$ cat config.mk
export PLATFORM = sky130hd
export DESIGN_NAME = pbs_cell
export DESIGN_NICKNAME = d
export VERILOG_FILES = /design/src/rtl/core/price_time_priority_book_side_assert.svh /design/src/rtl/core/pbs_pkg.sv /design/src/rtl/core/pbs_cell.sv
export SDC_FILE = /design/constraint.sdc
export NUM_CORES = 1
export LEC_CHECK = 0
export BUFFER_PORTS_ARGS = -buffer_cell sky130_fd_sc_hd__buf_2
export CORE_AREA = 2 2 156 158
export CTS_BUF_LIST = sky130_fd_sc_hd__clkbuf_4
export CTS_CLUSTER_DIAMETER = 150
export DETAILED_ROUTE_END_ITERATION = 7
export DIE_AREA = 0 0 158 160
export GPL_ROUTABILITY_DRIVEN = 0
export MAX_ROUTING_LAYER = met4
export PLACE_DENSITY_LB_ADDON = 0.1
export SETUP_SLACK_MARGIN = 0.15
export SYNTH_ARGS = -nofsm -noshare
export SYNTH_HDL_FRONTEND = slang
export SYNTH_SLANG_ARGS = --single-unit
$ cat constraint.sdc
create_clock -name clk -period 5.1 [get_ports clk]
set_input_delay 0.765 -clock clk [delete_from_list [all_inputs] [get_ports clk]]
set_output_delay 0.765 -clock clk [all_outputs]
set_load 0.05 [all_outputs]
$ cat src/rtl/core/price_time_priority_book_side_assert.svh
// Assertion macros used by the order book side top level.
`ifndef PRICE_TIME_PRIORITY_BOOK_SIDE_ASSERT_SVH
`define PRICE_TIME_PRIORITY_BOOK_SIDE_ASSERT_SVH

`ifndef NO_ASSERTIONS
`define PBS_ASSERT(lbl, clk, rst_n, prop, msg) \
    lbl: assert property (@(posedge clk) disable iff (!rst_n) prop) else $error(msg);
`define PBS_ASSERT_NEVER(lbl, clk, rst_n, cond, msg) \
    lbl: assert property (@(posedge clk) disable iff (!rst_n) !(cond)) else $error(msg);
`else
`define PBS_ASSERT(lbl, clk, rst_n, prop, msg)
`define PBS_ASSERT_NEVER(lbl, clk, rst_n, cond, msg)
`endif

`endif

$ cat src/rtl/core/pbs_pkg.sv
// Types and constants of the order book side.
package pbs_pkg;

    localparam int BOOK_DEPTH = 64;
    localparam int CNT_W      = $clog2(BOOK_DEPTH + 1);
    localparam int PRICE_W    = 32;
    localparam int ID_W       = 64;
    localparam int OUT_CNT_W  = 7;
    localparam int IN_DATA_W  = ID_W + PRICE_W;
    localparam int OUT_DATA_W = 1 + PRICE_W + ID_W + OUT_CNT_W;

    typedef enum logic {
        CMD_ADD    = 1'b0,
        CMD_REMOVE = 1'b1
    } cmd_t;

    typedef enum logic [1:0] {
        ST_OK        = 2'd0,
        ST_FULL      = 2'd1,
        ST_NOT_FOUND = 2'd2
    } status_t;

    typedef enum logic [2:0] {
        S_IDLE = 3'b001,
        S_RUN  = 3'b010,
        S_DONE = 3'b100
    } state_t;

    typedef struct packed {
        logic               valid;
        logic [PRICE_W-1:0] price;
        logic [ID_W-1:0]    id;
    } entry_t;

    typedef struct packed {
        logic               active;
        cmd_t               cmd;
        logic               hit;
        logic               carry_valid;
        logic [PRICE_W-1:0] price;
        logic [ID_W-1:0]    id;
    } wave_t;

endpackage

$ cat src/rtl/core/pbs_cell.sv
// One slot of the sorted order chain, acting on the command wave as it passes.
module pbs_cell
(
    input  logic            clk,
    input  logic            rst_n,
    input  logic            sort_desc,
    input  pbs_pkg::wave_t  wave_in,
    input  pbs_pkg::entry_t nxt,
    output pbs_pkg::wave_t  wave_out,
    output pbs_pkg::entry_t ent
);
    import pbs_pkg::*;

    logic               valid_reg;
    logic               valid_next;
    logic [PRICE_W-1:0] price_reg;
    logic [PRICE_W-1:0] price_next;
    logic [ID_W-1:0]    id_reg;
    logic [ID_W-1:0]    id_next;
    wave_t              wave_reg;
    wave_t              wave_next;
    logic               worse;
    logic               hit;

    always_comb
    begin
        worse      = sort_desc ? (price_reg < wave_in.price) : (price_reg > wave_in.price);
        hit        = 1'b0;
        wave_next  = wave_in;
        valid_next = valid_reg;
        price_next = price_reg;
        id_next    = id_reg;
        if (wave_in.active)
        begin
            case (wave_in.cmd)
                CMD_ADD:
                begin
                    hit = wave_in.hit | ~valid_reg | worse;
                    if (hit && wave_in.carry_valid)
                    begin
                        // insert carried order, pass displaced one down
                        valid_next            = 1'b1;
                        price_next            = wave_in.price;
                        id_next               = wave_in.id;
                        wave_next.price       = price_reg;
                        wave_next.id          = id_reg;
                        wave_next.carry_valid = valid_reg;
                    end
                end
                CMD_REMOVE:
                begin
                    hit = wave_in.hit | (valid_reg && (id_reg == wave_in.id));
                    if (hit)
                    begin
                        // close the gap from the neighbour behind
                        valid_next = nxt.valid;
                        price_next = nxt.price;
                        id_next    = nxt.id;
                    end
                end
                default:
                begin
                    hit = wave_in.hit;
                end
            endcase
            wave_next.hit = hit;
        end
    end

    always_ff @(posedge clk or negedge rst_n)
    begin
        if (!rst_n)
        begin
            valid_reg <= 1'b0;
            wave_reg  <= '0;
        end
        else
        begin
            valid_reg <= valid_next;
            wave_reg  <= wave_next;
        end
    end

    always_ff @(posedge clk)
    begin
        price_reg <= price_next;
        id_reg    <= id_next;
    end

    assign wave_out  = wave_reg;
    assign ent.valid = valid_reg;
    assign ent.price = price_reg;
    assign ent.id    = id_reg;

endmodule

==> summary.md, run 1 <==
| Metric | Value |
|---|---|
| Status | `finished, final reports clean` |
| Clock latency on the worst-skew pair | `0.58 ns` |
| # setup viols final | `0` |
| Buffers on Ports | `about 400` |
| Critical path class | `reg -> reg` |
| Sequential share of the synthesized area | `slightly below 60%` |
| Postcts setup bufs | `0` |
| TritonRoute pass-1 iters | `4` |
| Area of the core | `roughly 24000 um2` |
| Crit path launch type | `register` |
| Post_cts resized | `0` |
| Req. time, crit path | `around 5.6 ns` |
| FFs w/ async S/R, synth | `between 50 and 60%` |
| Synth cell count leaders | `124 x mux2_2, 101 x dfrtp_1, 96 x edfxtp_1` |
| Most used DFF post-synth | `dfrtp_1` |
| Clock Skews | `approximately 0.035 ns` |
| Layout area overhead | `28.0%` |
| Fraction of layout cells with a size suffix above 1 | `roughly half` |
| Setup TNS after final layout | `0 ns` |
| Final non-filler cell area | `around 12000 um2` |
| CTS Hold Bufs | `0` |
| Syn Std Cell Area | `9340 um2` |
| Fmax | `around 290 MHz` |
| Slowest CP cell | `nor4_1` |
| DP HPWL | `between 20000 and 25000 um` |
| Largest stage delay, worst path | `around 0.55 ns` |
| Post-Route WL | `27600 um` |
| Per-cell routed wire length | `between 15 and 20 um` |
| Worst rel slew slack | `36.5%` |
| CP Cell Sequence | `ha_1, nand4_1, nor4_1, inv_1, a31oi_2, nor4_1, a2111oi_4, buf_12, mux2_2` |
| Total Routing Usage GR | `~22%` |
| Top cell by count, worst path | `nor4_1` |
| Placed cell area | `~12000 um2` |
| Area contributors post-synth | `edfxtp_1 31%, dfrtp_1 27%, mux2_2 15%` |
| I/O pins | `~400` |
| Antenna violations before repair | `6` |
| Clock slew at reported path FFs | `about 0.18 ns` |
| EDFF count, synth | `96` |
| Critical Path End Type | `register` |
| Worst-path fanout max | `96` |
| Hold Path Class | `in -> async` |
| Unrepaired setup endpoints after global routing | `false` |
| Die area | `25300 um2` |
| Max cap viols | `0` |
| Die X | `158 um` |
| Pin count of the biggest net entering global routing | `97` |
| Vias in the first global route | `7031` |
| DRC | `0` |
| Flops & latches, synth | `between 150 and 200` |
| Most common cell in the netlist | `mux2_2` |
| Worst Path Arrival | `~4 ns` |
| Post-layout util | `around half` |
| Final hold violations | `0` |
| Power per Cell Area | `~300 nW/um2` |
| Detail Route Antenna Nets | `0` |
| Syn Nets | `between 900 and 1k` |
| Mapped Avg Cell Area | `roughly 13 um2` |
| Row cnt | `57` |
| Initial DRC count | `313` |
| First-pass GRT wire length | `about 40000 um` |
| H-tree Lvls | `4` |
| Root Driver | `clkbuf_4` |
| Min cycle time layout | `approximately 3.5 ns` |
| CTS sink count | `just under 200` |
| Max FFs per register | `100` |
| Worst Tran Pin Value | `0.953 ns` |
| Vias/cell | `around 4.8` |
| Initial Utilization | `39.2%` |
| Mapped Cells | `around 700` |
| P_leak | `~0.0054 uW` |
| Yosys warning total | `0` |
| Netlist cell types | `45` |
| Max Root-Sink Buffers | `2` |
| Final period util | `about two thirds` |
| Top-area cell type share of the netlist area | `30.9%` |
| Slack of the worst reg-to-reg path | `roughly 1.6 ns` |
| Die height | `around 160 um` |
| Yosys top cell by area | `edfxtp_1` |
| Remaining Overflow, GRT | `0` |
| Total CTS buffers | `17` |
| # nets final | `between 1k and 1.5k` |
| Via count | `approximately 6.9k` |
| Hold slack final | `0.291 ns` |
| Final max-slew violation count | `0` |
| CTS tree | `yes` |
| Maximum vdd ir drop | `around 0.15 mV` |
-- placed cells by master, fill, tap and decap left out, types with 3 or more instances in the layout --
master and n:
a21oi_1 14, clkinv_8 3, buf_2 394, nor4_1 12, xnor2_1 22, nand2b_1 4
nor2_1 6, o21ai_0 43, a22oi_1 3, nor2b_1 3, xor2_1 23, dfrtp_1 101
o22ai_1 6, inv_6 6, inv_1 52, buf_4 5, diode_2 6, edfxtp_1 96
mux2_1 29, o2bb2ai_1 5, mux2_2 124, clkbuf_4 17, nand4_1 15, nand2_1 51
nand3_1 7, ha_1 32
-- final timing paths --
kind,start,end,cells after the start
max,price_reg[27]$_DFFE_PP_,wave_out[9]$_DFF_PN0_,9
min,rst_n,wave_out[72]$_DFF_PN0_,1
max reg2reg,price_reg[27]$_DFFE_PP_,wave_out[9]$_DFF_PN0_,9
min reg2reg,id_reg[27]$_DFFE_PP_,wave_out[27]$_DFF_PN0_,1
max in group asynchronous,rst_n,wave_out[31]$_DFF_PN0_,2
min in group clk,wave_in[99],wave_out[99]$_DFF_PN0_,1
-- cell families after synthesis --
group | Yosys count | synth area share (%)
AO/OA/AOI/OAI | 90 | 6.10
XOR/XNOR | 45 | 4.22
adder cells (fa/ha/maj) | 32 | 4.29
buffers and inverters | 78 | 3.54
flip-flops | 197 | 57.9
multiplexers | 154 | 18.6
AND/OR/NAND/NOR | 103 | 5.38
-- layout make-up --
| type | instances | area [um2] |
|---|---|---|
| antenna | 6 | 15.0 |
| clock buffer | 17 | 128 |
| clock inverter | 15 | 144 |
| fill | 2278 | 11900 |
| inverter | 52 | 195 |
| multi-input combinational | 424 | 3610 |
| sequential | 197 | 5410 |
| tap | 324 | 405 |
| timing repair buffer | 401 | 2050 |
-- worst max-delay path: cells and delay by family (launching register included) --
kind	cells	cell delay, ns
adder cells (fa/ha/maj)	1	0.33
flip-flops	1	0.46
AND/OR/NAND/NOR	3	0.86
multiplexers	1	0.42
buffers and inverters	2	0.55
AO/OA/AOI/OAI	2	0.58
-- per-layer routing --
| layer | part of all wire (%) | vias to the layer above | global-route usage (%) |
|---|---|---|---|
| li1 | - | 3331 | - |
| met1 | 41 | 3320 | 26.4 |
| met2 | 49 | 268 | 36.0 |
| met3 | 8.6 | 20 | 6.81 |
| met4 | 1.3 | 0 | 5.90 |
| met5 | 0 | - | - |
-- through the flow --
step,std cells,setup slack (ns),total power (uW)
6_report,1436,1.60,3580
5_1_grt,1436,1.24,3740
2_1_floorplan,699,0.679,2490
3_5_place_dp,1398,1.20,2790
3_3_place_gp,1398,1.28,2790
4_1_cts,1430,1.62,3630
-- report_power, final --
part,internal [uW],switching (uW),total [uW]
sequential,1790,54.6,1840
combinational,272,631,903
clock,217,613,829
Note: power is estimated with default switching activity, not from simulation.
==> inputs of run 2 (changes only) <==
Clock period 5.1 ns to 2.9 ns, I/O delays scaled along.
==> run 2 against run 1 <==
Against the previous run:
- the run now ends with negative setup slack left
- via count up 6.0%
- clock skew up 0.0065 ns
- fmax up 19%
- critical endpoint is now wave_out[6]$_DFF_PN0_
- largest cell class unchanged
==> summary.md, run 2 (synthesis results as in run 1) <==
| Metric | Value |
|---|---|
| Clock Power Share | `a little over a fifth` |
| Post-Route WL | `approximately 29000 um` |
| Hold path depth | `2` |
| Met2 Usage GRT | `about two fifths` |
| Area of the core | `around 24000 um2` |
| Psw | `around 2300 uW` |
| Reg2reg end | `wave_out[6]$_DFF_PN0_` |
| Hold Path Sink | `wave_out[89]$_DFF_PN0_` |
| # setup viols final | `between 80 and 90` |
| H-tree Lvls | `4` |
| Fraction of layout cells with a size suffix above 1 | `55.4%` |
| First-pass GRT wire length | `roughly 42000 um` |
| Worst-path fanout max | `8` |
| Min cycle time layout | `2.95 ns` |
| Setup WS pre-CTS | `-0.239 ns` |
| Die height | `about 160 um` |
| Unrepaired setup endpoints after global routing | `true` |
| Max cap viols | `0` |
| Worst Tran Pin Value | `0.865 ns` |
| Row cnt | `between 50 and 60` |
| Layout area overhead | `40.4%` |
| Clock latency on the worst-skew pair | `0.59 ns` |
| Fillers | `~2.2k` |
| Total CTS buffers | `17` |
| Hold_sp | `wave_in[89]` |
| Multi-input logic area | `approximately 3800 um2` |
| Remaining Overflow, GRT | `0` |
| Switching share of total power | `about 36%` |
| CP Cell Sequence | `ha_4, nand4_1, nor4_2, buf_4, inv_4, a31oi_4, nor4_4, a2111oi_4, buf_4, buf_8, buf_12, buf_16, mux2_2` |
| Power per Cell Area | `493 nW/um2` |
| Via count | `roughly 7.4k` |
| CTS tree | `yes` |
| Final hold violations | `0` |
| Flop pwr share | `50.1%` |
| Clock slew at reported path FFs | `about 0.18 ns` |
| DRC | `0` |
| DP HPWL | `roughly 22000 um` |
| Crit path launch type | `register` |
| Pwr Total | `6470 uW` |
| Reg area | `~5400 um2` |
| Initial Utilization | `between 30% and 40%` |
| Met1 Resource Use GR | `roughly 28%` |
| Critical path class | `reg -> reg` |
| Per-cell routed wire length | `between 15 and 20 um` |
| Vias in the first global route | `about 7.5k` |
| I/O pins | `397` |
| CTS sink count | `about 200` |
| Final period util | `102%` |
| Fmax | `339 MHz` |
| Gr busiest metal | `met2` |
| Top cell by count, worst path | `buf_4` |
| Antenna violations before repair | `5` |
| Final non-filler cell area | `between 10000 and 15000 um2` |
| Hold Path Class | `in -> reg` |
| Violated checks | `negative setup slack` |
| Commonest cells after routing, fill and taps aside | `394 x buf_2, 110 x mux2_2, 101 x dfrtp_1` |
| Largest stage delay, worst path | `0.49 ns` |
| Critical Path End Type | `register` |
| Buffers on Ports | `396` |
| Worst rel slew slack | `a little over two fifths` |
| R2r startpoint | `price_reg[23]$_DFFE_PP_` |
| Die area | `approximately 25000 um2` |
| Combinational fraction of design power | `between 20% and 30%` |
| Worst Path Arrival | `~3.4 ns` |
| Placed cell area | `between 10000 and 15000 um2` |
| Max FFs per register | `100` |
| Pin count of the biggest net entering global routing | `between 80 and 90` |
| Status | `finished with violations` |
| Slowest CP cell | `edfxtp_1` |
| Initial DRC count | `360` |
| Slack of the worst reg-to-reg path | `-0.05 ns` |
| Final max-slew violation count | `0` |
| # nets final | `approximately 1.4k` |
| Clock Skews | `roughly 0.041 ns` |
| Total Routing Usage GR | `a little under a quarter` |
| Vias/cell | `around 4.9` |
| Req. time, crit path | `about 3.4 ns` |
| P_leak | `0.00598 uW` |
| Detail Route Antenna Nets | `0` |
| R2R cell count | `13` |
| Final worst setup slack | `-0.0482 ns` |
| Global Route met3 Usage | `approximately 6.4%` |
| TritonRoute pass-1 iters | `4` |
| Most common cell after layout, fill and taps aside | `buf_2` |
| Maximum vdd ir drop | `between 0.2 and 0.25 mV` |
| Max Root-Sink Buffers | `2` |
| Die X | `between 150 and 200 um` |
| Root Driver | `clkbuf_4` |
| Cell Int Power | `around 4200 uW` |
-- run 2: cell types whose count changed in the layout (fill, tap and decap cells not counted), sizes merged --
cell,delta
buf,+75
clkbuf,+5
clkinv,-2
clkinvlp,+2
diode,-1
dlygate4sd3,+2
inv,-1
-- run 2: power groups by stage --
stage | registers [uW] | clock network (uW) | logic, uW
3_5_place_dp | 3300 | 0 | 1690
4_1_cts | 3240 | 1480 | 1800
6_report | 3240 | 1410 | 1820
3_3_place_gp | 3300 | 0 | 1690
5_1_grt | 3260 | 1580 | 1930
2_1_floorplan | 3930 | 0 | 454
-- run 2: timing repair --
item / 4_1_cts / 5_1_grt
setup buffers: 17 / 2
endpoints found under the hold margin: 52 / 0
gates cloned: 6 / 4
gates resized for setup: 36 / 12
endpoints found under the setup margin: 192 / 192
hold buffers: 2 / 0
pin swaps: 3 / 2
-- run 2: through the flow --
| stage | hold WS [ns] | utilization [%] | setup TNS (ns) | cells |
|---|---|---|---|---|
| final | 0.0694 | 55.1 | -1.15 | 1516 |
| after global routing | 0.00297 | 55.1 | -35.23 | 1516 |
| after CTS | 0.00862 | 54.3 | -1.29 | 1505 |
| after detailed placement | 0.519 | 51.2 | -39.24 | 1448 |
| after global placement | 0.523 | 51.2 | -36.62 | 1448 |
| after floorplan | 0.139 | - | -89.87 | 699 |
-- run 2: layout make-up --
class / count / area share, %
well taps: 324 / 3.09
multi-input cells: 424 / 28.9
diodes: 5 / 0.0954
clock inverters: 14 / 0.887
inverters: 52 / 1.51
repair buffers: 482 / 23.2
clock buffers: 18 / 1.03
flip-flops and latches: 197 / 41.3
-- run 2: worst max path at each step --
stage,endpoint,cells after the start,start
5_1_grt,wave_out[31]$_DFF_PN0_,12,price_reg[23]$_DFFE_PP_
6_report,wave_out[6]$_DFF_PN0_,13,price_reg[23]$_DFFE_PP_
2_1_floorplan,id_reg[0]$_DFFE_PP_,10,price_reg[15]$_DFFE_PP_
3_5_place_dp,wave_out[27]$_DFF_PN0_,13,wave_in[91]
4_1_cts,wave_out[53]$_DFF_PN0_,12,price_reg[27]$_DFFE_PP_
3_3_place_gp,wave_out[81]$_DFF_PN0_,13,wave_in[91]
-- run 2: per-layer routing --
layer	vias to the layer above	wire length, um	part of all wire, %
li1	3493	-	-
met3	21	2180	7.6
met1	3563	11900	41
met4	0	365	1.3
met2	279	14400	50
met5	-	0	0
-- run 2: critical path, delay by kind of cell, from the launching register on --
kind / cells / cell delay [ns]
DFF: 1 / 0.49
adders and majority gates: 1 / 0.31
buffers and inverters: 6 / 0.78
AOI/OAI and AO/OA: 2 / 0.35
muxes: 1 / 0.33
and+or+nand+nor: 3 / 0.58
==> inputs of run 3 (changes only) <==
Settings changed: GPL_TIMING_DRIVEN set to 0.
==> run 3 against run 2 <==
Against the previous run:
- the flow still finishes with violations (negative setup slack)
- via count rose by 2.5%
- setup slack got worse by 0.14 ns
- total power rose by 4.9%
- fmax fell by 4.6%
- die area did not move
- clock power rose by 13%
- sequential power about the same
- global-route usage rose by 2.5 points
- design area up 4.9%
- largest power group unchanged
==> summary.md, run 3 (synthesis results as in run 1) <==
| Metric | Value |
|---|---|
| Largest stage delay, worst path | `0.46 ns` |
| Fillers | `about 2.1k` |
| # setup viols final | `between 150 and 200` |
| Initial Utilization | `between 30% and 40%` |
| TritonRoute pass-1 iters | `4` |
| Initial DRC count | `approximately 380` |
| Power per Cell Area | `between 400 and 500 nW/um2` |
| Max Root-Sink Buffers | `2` |
| Status | `finished with violations` |
| Per-cell routed wire length | `between 20 and 25 um` |
| Violated checks | `negative setup slack` |
| Min cycle time layout | `between 3 and 4 ns` |
| DP HPWL | `22700 um` |
| Top cell by count, worst path | `buf_12` |
| Final period util | `107%` |
| Final max-slew violation count | `0` |
| Total CTS buffers | `17` |
| CTS sink count | `around 200` |
| Worst-path fanout max | `6` |
| Most common cell after layout, fill and taps aside | `buf_2` |
| Via count | `between 7k and 8k` |
| Clock Skews | `0.0280 ns` |
| Row cnt | `57` |
| Hold Path Class | `in -> reg` |
| Total Routing Usage GR | `roughly 26%` |
| Antenna violations before repair | `6` |
| Commonest cells after routing, fill and taps aside | `395 x buf_2, 101 x dfrtp_1, 96 x edfxtp_1` |
| Final hold violations | `0` |
| Root Driver | `clkbuf_4` |
| Met2 Usage GRT | `between 40% and 50%` |
| Unrepaired setup endpoints after global routing | `true` |
| Clock latency on the worst-skew pair | `0.59 ns` |
| Detail Route Antenna Nets | `0` |
| Final worst setup slack | `-0.189 ns` |
| Worst rel slew slack | `between 30% and 40%` |
| Fmax | `324 MHz` |
| Fraction of layout cells with a size suffix above 1 | `56.4%` |
| H-tree Lvls | `4` |
| Worst Path Arrival | `between 3 and 4 ns` |
| Critical path buffers and inverters | `6` |
| Die height | `between 150 and 200 um` |
| I/O pins | `about 400` |
| Multi-input logic area | `between 4000 and 5000 um2` |
| Buffers on Ports | `between 300 and 400` |
| Pin count of the biggest net entering global routing | `53` |
| Clock slew at reported path FFs | `about 0.19 ns` |
| Vias in the first global route | `7540` |
| Crit path launch type | `register` |
| Layout area overhead | `47.3%` |
| Slowest CP cell | `edfxtp_1` |
| Maximum vdd ir drop | `just under 0.3 mV` |
| Post-Route WL | `around 33000 um` |
| DRC | `0` |
| CP Cell Sequence | `ha_1, nand4_1, nor2_1, a22oi_1, o211ai_1, buf_4, nor4_4, a2111oi_4, buf_6, buf_12, nand2b_4, buf_12, buf_12, buf_16` |
| Met1 Resource Use GR | `between 30 and 40%` |
| Critical Path End Type | `register` |
| Gr busiest metal | `met2` |
| Max FFs per register | `100` |
| Post-layout util | `between 50% and 60%` |
| Max cap viols | `0` |
| CP delay by family, top | `buffers and inverters` |
| Area of the core | `23800 um2` |
| Die X | `approximately 160 um` |
| CTS tree | `yes` |
| P_leak | `roughly 0.0064 uW` |
| Reg area | `between 5000 and 6000 um2` |
| Vias/cell | `about 4.9` |
| Critical path class | `reg -> reg` |
| Global Route met3 Usage | `about 6.4%` |
| Slack of the worst reg-to-reg path | `-0.19 ns` |
| Setup WS pre-CTS | `-1.50 ns` |
| # nets final | `roughly 1.4k` |
| Remaining Overflow, GRT | `0` |
| First-pass GRT wire length | `around 46000 um` |
| Die area | `25300 um2` |
| Req. time, crit path | `between 3 and 4 ns` |
| Worst Tran Pin Value | `approximately 0.95 ns` |
| Setup TNS after final layout | `-18.31 ns` |
run 3: cell types whose count changed in the layout (fill, tap and decap cells not counted), sizes merged:
cell	delta
buf	-10
inv	+3
clkbuf	+11
bufinv	+1
dlygate4sd3	+6
clkinvlp	-2
diode	+2
nand2b	+4
clkinv	-3
run 3: per-layer routing:
| layer | vias to the layer above | wire length [um] |
|---|---|---|
| li1 | 3528 | - |
| met1 | 3690 | 13400 |
| met2 | 298 | 16700 |
| met3 | 27 | 2230 |
| met4 | 0 | 507 |
| met5 | - | 0 |
run 3: layout make-up:
cell class              count  share of cell area (%)
diodes                      7                   0.127
clock buffers              19                    1.04
flip-flops and latches    197                    39.3
repair buffers            462                    21.6
clock inverters            13                    1.15
well taps                 324                    2.95
multi-input cells         428                    30.6
plain buffers              26                    1.86
inverters                  52                    1.42
run 3: timing repair:
| item | CTS | global route |
|---|---|---|
| hold buffers | 8 | 0 |
| resized for setup | 40 | 134 |
| pin swaps | 3 | 12 |
| endpoints found under the hold margin | 58 | 0 |
| endpoints found under the setup margin | 192 | 193 |
| gates cloned | 11 | 7 |
| setup buffers | 19 | 23 |
run 3: worst paths after layout:
path | startpoint | to | cells past startpoint
worst max-delay path | price_reg[24]$_DFFE_PP_ | id_reg[23]$_DFFE_PP_ | 14
worst min-delay path | wave_in[88] | wave_out[88]$_DFF_PN0_ | 2
worst max register to register | price_reg[24]$_DFFE_PP_ | id_reg[23]$_DFFE_PP_ | 14
worst min register to register | id_reg[5]$_DFFE_PP_ | wave_out[5]$_DFF_PN0_ | 1
max in group asynchronous | rst_n | wave_out[49]$_DFF_PN0_ | 3
min in group asynchronous | rst_n | wave_out[84]$_DFF_PN0_ | 2
run 3: stage by stage:
stage	total power [uW]	area, um2	std cells	hold WS, ns
2_1_floorplan	4380	9390	699	0.139
3_3_place_gp	4930	11800	1419	0.518
3_5_place_dp	4950	11800	1421	0.427
4_1_cts	6680	12800	1491	0.0000944
5_1_grt	7070	13800	1527	0.00623
6_report	6790	13800	1528	0.0692
run 3: where the power goes:
group	internal [uW]	total (uW)	leakage (uW)	switching [uW]
clock	497	1600	0.000165	1110
combinational	715	1940	0.00411	1230
sequential	3150	3240	0.00207	97.5
